==> src/rtl/core/instruction_reuse_distance_profiler_top_macros.svh <==
// Assertion macros for the reuse distance profiler top level.
// Uses clk and rst_n of the including module.
`ifndef INSTRUCTION_REUSE_DISTANCE_PROFILER_TOP_MACROS_SVH
`define INSTRUCTION_REUSE_DISTANCE_PROFILER_TOP_MACROS_SVH

// same-cycle implication
`define IRDP_ASSERT_IMP(lbl, ante, cons, msg) \
    lbl: assert property (@(posedge clk) disable iff (!rst_n) (ante) |-> (cons)) \
        else $error(msg);

// next-cycle implication
`define IRDP_ASSERT_NXT(lbl, ante, cons, msg) \
    lbl: assert property (@(posedge clk) disable iff (!rst_n) (ante) |=> (cons)) \
        else $error(msg);

`endif

==> src/rtl/core/irdp_pkg.sv <==
// Shared constants, types and helper functions of the reuse distance profiler.
// No dependencies.
`timescale 1ns / 1ps

package irdp_pkg;

    localparam int TABLE_ENTRIES   = 1024;
    localparam int PRUNE_SLACK     = 64;
    localparam int HIST_TOP        = 40;
    localparam int TABLE_DEPTH     = TABLE_ENTRIES + PRUNE_SLACK;
    localparam int HIST_BINS       = HIST_TOP + 2;
    localparam int FIRST_TOUCH_BIN = HIST_TOP + 1;
    localparam int BIN_W           = 6;

    // table address, table count and histogram address widths
    localparam int TAW = $clog2(TABLE_DEPTH);
    localparam int TCW = $clog2(TABLE_DEPTH + 1);
    localparam int HAW = $clog2(HIST_BINS);
    // sweep counter covers both the table and the histogram clear
    localparam int IW  = (TCW > HAW) ? TCW : HAW;
    localparam int CLR_LAST = ((TABLE_DEPTH > HIST_BINS) ? TABLE_DEPTH : HIST_BINS) - 1;

    typedef struct packed {
        logic        valid;
        logic [63:0] tag;
        logic [63:0] stamp;
    } entry_t;

    typedef struct packed {
        logic clr_step;
        logic accept;
        logic scan_init;
        logic scan_step;
        logic ev_scan;
        logic upd;
        logic ev_wr;
        logic hist_rd;
        logic hist_wr;
        logic mul0;
        logic mul1;
        logic mul2;
        logic acc;
        logic load_out;
    } cmd_t;

    typedef struct packed {
        logic clr_done;
        logic scan_done;
        logic ev_need;
        logic hit;
        logic out_free;
        logic occ_high;
    } stat_t;

    // floor(log2 d) capped at HIST_TOP; d of 0 or 1 gives 0
    function automatic logic [HAW-1:0] log2_cap(input logic [63:0] d);
        logic [6:0] b;
        b = '0;
        for (int i = 1; i < 64; i++) begin
            if (d[i]) begin
                b = 7'(i);
            end
        end
        if (b > 7'(HIST_TOP)) begin
            b = 7'(HIST_TOP);
        end
        return HAW'(b);
    endfunction

endpackage

==> src/rtl/core/irdp_ctrl.sv <==
// Controller state machine of the reuse distance profiler.
// Depends on irdp_pkg; drives the datapath through cmd_t, watches stat_t.
`timescale 1ns / 1ps

module irdp_ctrl (
    input  logic            clk,
    input  logic            rst_n,
    input  logic            in_valid,
    input  logic            is_instruction,
    output logic            in_ready,
    input  irdp_pkg::stat_t stat,
    output irdp_pkg::cmd_t  cmd
);

    typedef enum logic [13:0] {
        ST_CLEAR  = 14'b00000000000001,
        ST_IDLE   = 14'b00000000000010,
        ST_SCAN   = 14'b00000000000100,
        ST_UPD    = 14'b00000000001000,
        ST_EVCHK  = 14'b00000000010000,
        ST_EVSCAN = 14'b00000000100000,
        ST_EVWR   = 14'b00000001000000,
        ST_HRD    = 14'b00000010000000,
        ST_HWR    = 14'b00000100000000,
        ST_MUL0   = 14'b00001000000000,
        ST_MUL1   = 14'b00010000000000,
        ST_MUL2   = 14'b00100000000000,
        ST_ACC    = 14'b01000000000000,
        ST_FIN    = 14'b10000000000000
    } state_t;

    state_t state_reg, state_next;

    always_ff @(posedge clk or negedge rst_n)
    begin
        if (!rst_n) begin
            state_reg <= ST_CLEAR;
        end else begin
            state_reg <= state_next;
        end
    end

    assign in_ready = (state_reg == ST_IDLE);

    // next state and commands
    always_comb
    begin
        state_next = state_reg;
        cmd        = '0;
        unique case (state_reg)
            ST_CLEAR:
            begin
                cmd.clr_step = 1'b1;
                if (stat.clr_done) begin
                    state_next = ST_IDLE;
                end
            end
            ST_IDLE:
            begin
                if (in_valid && is_instruction) begin
                    cmd.accept = 1'b1;
                    state_next = ST_SCAN;
                end
            end
            ST_SCAN:
            begin
                cmd.scan_step = 1'b1;
                if (stat.scan_done) begin
                    state_next = ST_UPD;
                end
            end
            ST_UPD:
            begin
                cmd.upd    = 1'b1;
                state_next = ST_EVCHK;
            end
            ST_EVCHK:
            begin
                if (stat.ev_need) begin
                    cmd.scan_init = 1'b1;
                    state_next    = ST_EVSCAN;
                end else begin
                    state_next = ST_HRD;
                end
            end
            ST_EVSCAN:
            begin
                cmd.scan_step = 1'b1;
                cmd.ev_scan   = 1'b1;
                if (stat.scan_done) begin
                    state_next = ST_EVWR;
                end
            end
            ST_EVWR:
            begin
                cmd.ev_wr  = 1'b1;
                state_next = ST_EVCHK;
            end
            ST_HRD:
            begin
                cmd.hist_rd = 1'b1;
                state_next  = ST_HWR;
            end
            ST_HWR:
            begin
                cmd.hist_wr = 1'b1;
                state_next  = stat.hit ? ST_MUL0 : ST_FIN;
            end
            ST_MUL0:
            begin
                cmd.mul0   = 1'b1;
                state_next = ST_MUL1;
            end
            ST_MUL1:
            begin
                cmd.mul1   = 1'b1;
                state_next = ST_MUL2;
            end
            ST_MUL2:
            begin
                cmd.mul2   = 1'b1;
                state_next = ST_ACC;
            end
            ST_ACC:
            begin
                cmd.acc    = 1'b1;
                state_next = ST_FIN;
            end
            ST_FIN:
            begin
                if (stat.out_free) begin
                    cmd.load_out = 1'b1;
                    state_next   = ST_IDLE;
                end
            end
            default:
            begin
                state_next = ST_CLEAR;
            end
        endcase
    end

endmodule
==> config.mk <==
export PLATFORM = sky130hd
export DESIGN_NAME = irdp_ctrl
export DESIGN_NICKNAME = d
export VERILOG_FILES = /design/src/rtl/core/instruction_reuse_distance_profiler_top_macros.svh /design/src/rtl/core/irdp_pkg.sv /design/src/rtl/core/irdp_ctrl.sv
export SDC_FILE = /design/constraint.sdc
export NUM_CORES = 1
export LEC_CHECK = 0
export CAP_MARGIN = 20
export CORE_MARGIN = 2
export CORE_UTILIZATION = 60
export CTS_CLUSTER_SIZE = 28
export DETAILED_ROUTE_END_ITERATION = 10
export DONT_BUFFER_PORTS = 1
export PLACE_DENSITY = 0.76
export SYNTH_ARGS = -nofsm -noshare
export SYNTH_HDL_FRONTEND = slang
export SYNTH_SLANG_ARGS = --single-unit
==> constraint.sdc <==
create_clock -name clk -period 3.47 [get_ports clk]
set_input_delay 0.694 -clock clk [delete_from_list [all_inputs] [get_ports clk]]
set_output_delay 0.694 -clock clk [all_outputs]
set_load 0.05 [all_outputs]
==> summary.md <==
| Metric | Value |
|---|---|
| CP max stage cell | sky130_fd_sc_hd__nor4_4 |
| Nets | 132 |
| TritonCTS clock tree | built |
| Post-synth EDFFs | 0 |
| Data arrival time of the worst path | 2.41 ns |
| Power density over cell area | 514 nW/um2 |
| Total iterations of the first detailed-routing run | 4 |
| Final Util | 72.7% |
| Minimum setup slack among reg-to-reg paths | 1.07 ns |
| Number of remaining DRC errors | 0 |
| Longest individual stage delay on the worst path | 0.62 ns |
| Vias post-DR | 911 |
| Final estimated routing congestion in global placement | 0.866 |
| Hold buffer count at CTS | 0 |
| Share of flip-flops with an asynchronous set or reset after synthesis | 100% |
| Number of buffers and inverters on the critical path | 0 |
| Post-synth top area cell | sky130_fd_sc_hd__dfrtp_1 |
| Number of instances in the placed design | 133 |
| Count of distinct cell types in the synthesized netlist | 37 |
| Critical Path Source Type | register |
| Syn Nets | 123 |
| Total detailed-routing wirelength | 2230 um |
| Synth-to-Final Area Change | 10.3% |
| Min Clock Period, post-route | 3.11 ns |
| Maximum operating frequency | 0.322 GHz |
| Clock insertion delay at the later pin of the skew report | 0.29 ns |
| Number of buffers created by CTS | 3 |
| Synth area leaders | sky130_fd_sc_hd__dfrtp_1 32%, sky130_fd_sc_hd__nor4b_1 8.6%, sky130_fd_sc_hd__nor2_1 4.8%, sky130_fd_sc_hd__nor4_4 4.2%, sky130_fd_sc_hd__nor4_2 3.7% |
| Post-Syn Area | 1020 um2 |
| Worst setup startpoint | state_reg[9]$_DFFE_PN0P_ |
| Logic depth of the worst register-to-register path | 5 |
| Full die area | 2040 um2 |
| Critical path endpoint category | primary output |
| CTS clock-pin slew for the worst setup and hold paths | 0.09 ns |
| WS Path Type | reg2out |
| Congestion Overflow GR | 0 |
| Relative max-transition margin | 50.3% |
| Post-DRT Antenna Nets | 0 |
| Boundary pin count | 25 |
| Starting density of the core | 65.9% |
| Mapped Avg Cell Area | 8.99 um2 |
| All-layer global routing usage | 25.8% |
| Ranking of synthesized cells by instance count | 13 x sky130_fd_sc_hd__dfrtp_1, 13 x sky130_fd_sc_hd__nor2_1, 10 x sky130_fd_sc_hd__nor4b_1 |
| Non-filler cells, final | 137 |
| Part of the cycle the worst path needs | 89.5% |
| Antenna violations before repair | 0 |
| CTS Sinks | 14 |
| Post-synthesis sequential element count | 14 |
| Combinational family with the most area after synthesis | simple AND/OR/NAND/NOR gates |
| Post-Syn Instances | 113 |
| Inserted Diodes | 0 |
| CP Cell Sequence | nor4_4 > and2_1 > nand2_1 > nor4_4 |
| Worst path required time | 2.78 ns |
| Part of the Yosys area used for sequential elements | 34.6% |
| Outcome | finished clean |
| Critical path's top delay family | simple AND/OR/NAND/NOR gates |
| Via count of the first global-routing pass | 813 |
| Synth warn | 0 |
| End of the worst register-to-register path | state_reg[6]$_DFFE_PN0P_ |
| Deepest level of the CTS H-tree | 1 |
| Final hold viol count | 0 |
| Area share of the leading cell type in the synthesized netlist | 32.0% |
| Mean routed wirelength per cell | 16.2 um |
| Clock root buffer master | sky130_fd_sc_hd__clkbuf_4 |
| Worst-margin pin slew | 0.740 ns |
| Number of buffers added for setup after CTS | 0 |
| Share of synthesized cell area in and, or, nand and nor gates | 47.4% |
| Quantity of gates resized following cts | 0 |
| Fraction of layout cells with a size suffix above 1 | 25.6% |
| Wire length of the first global-routing pass | 3820 um |
| Proportion of synthesized area in mux cells | 0% |
| Cell seen most often among critical-path stages | sky130_fd_sc_hd__nor4_4 |
| Number of buffers inserted by port buffering | 0 |
| Max reg flops | 14 |
| Unrepaired setup endpoints after global routing | false |
| Placeable Area | 1540 um2 |
| Worst IR drop on VDD | 334 uV |
| Reg-to-Reg Start | state_reg[9]$_DFFE_PN0P_ |
| Share of synthesized cell area in full adder, half adder and majority cells | 0% |
| Final setup viols | 0 |
| Chip Height | 45.2 um |
| Floorplan die width | 45.2 um |
| Pin count of the biggest net entering global routing | 15 |
| Routed vias/inst | 6.65 |
| Final clock skew | 0.00935 ns |
| Number of filler cells placed in the layout | 121 |
| Fin Setup TNS | 0 ns |
| Static leakage | 0.491 nW |
| Pins Over Slew Limit | 0 |
| Area share of xor/xnor cells in the synthesized design | 4.31% |
| Worst Path Max Fanout | 10 |
| Placement row count | 14 |
| Post-synth top flop | sky130_fd_sc_hd__dfrtp_1 |
| Compound-cell area share of the yosys netlist | 7.51% |
| Tot Pwr | 0.577 mW |
| Number of buffers on the longest clock path | 2 |
| Max-cap violation count | 0 |
| Initial detailed-routing violation count | 27 |
| Hold Crit Class | in2async |
| Half-perimeter wire length after detailed placement | 1630 um |
-- worst max path at each step --
stage	depth (start not counted)	slack, ns	endpoint
detailed placement	4	0.68	cmd[9]
finish	4	0.36	cmd[9]
CTS	4	0.35	cmd[9]
floorplan	5	-0.09	cmd[3]
global placement	4	0.73	cmd[9]
global route	4	0.23	cmd[9]
-- layout by cell type, fill, tap and decap left out, types with 2 or more instances in the layout --
master / synthesis / final
sky130_fd_sc_hd__a21oi_1: 5 / 5
sky130_fd_sc_hd__and2_1: 4 / 4
sky130_fd_sc_hd__and3_1: 5 / 5
sky130_fd_sc_hd__buf_4: 0 / 11
sky130_fd_sc_hd__clkbuf_4: 0 / 3
sky130_fd_sc_hd__dfrtp_1: 13 / 13
sky130_fd_sc_hd__inv_1: 4 / 4
sky130_fd_sc_hd__nand2_1: 8 / 8
sky130_fd_sc_hd__nand3_1: 4 / 4
sky130_fd_sc_hd__nor2_1: 13 / 13
sky130_fd_sc_hd__nor3_1: 7 / 7
sky130_fd_sc_hd__nor4_1: 2 / 2
sky130_fd_sc_hd__nor4_2: 3 / 3
sky130_fd_sc_hd__nor4_4: 2 / 2
sky130_fd_sc_hd__nor4b_1: 10 / 7
sky130_fd_sc_hd__nor4b_2: 0 / 3
sky130_fd_sc_hd__or3_1: 2 / 2
sky130_fd_sc_hd__xnor2_1: 2 / 2
sky130_fd_sc_hd__xor2_1: 3 / 3
-- per-stage QoR --
stage          area [um2]  setup WS, ns  hold slack (ns)
6_report             1120         0.363           0.0878
5_1_grt              1120         0.226           0.0767
4_1_cts              1120         0.351           0.0907
3_5_place_dp         1090         0.684            0.399
3_3_place_gp         1090         0.729            0.399
2_1_floorplan        1020       -0.0880            0.398
-- cells by family after synthesis --
family	after synthesis
XOR/XNOR	5
AND/OR/NAND/NOR	71
flip-flops	14
AO/OA/AOI/OAI	12
buffers and inverters	11
-- per-layer routing --
layer | wire, um | GRT usage, % | vias up
met4 | 33 | 8.82 | 0
met1 | 998 | 35.7 | 445
met2 | 1070 | 40.3 | 29
li1 | - | - | 432
met5 | 0 | 0 | -
met3 | 125 | 4.80 | 5
-- layout make-up --
cell class	instances	area, um2	share of cell area, %
multi-input combinational	88	626	55.8
sequential	14	352	31.4
timing repair buffer	11	82.6	7.37
clock buffer	4	26.3	2.34
tap	16	20.0	1.79
inverter	4	15.0	1.34
-- worst register-to-register path: cells and delay by family (launching register included) --
family	cells	cell delay [ns]
DFF	1	0.53
and+or+nand+nor	5	1.83
-- power by group --
part           switching (mW)  total (mW)  internal [mW]
clock                  0.0557       0.100         0.0447
combinational           0.164       0.263         0.0988
sequential             0.0321       0.214          0.182
Note: power is estimated with default switching activity, not from simulation.
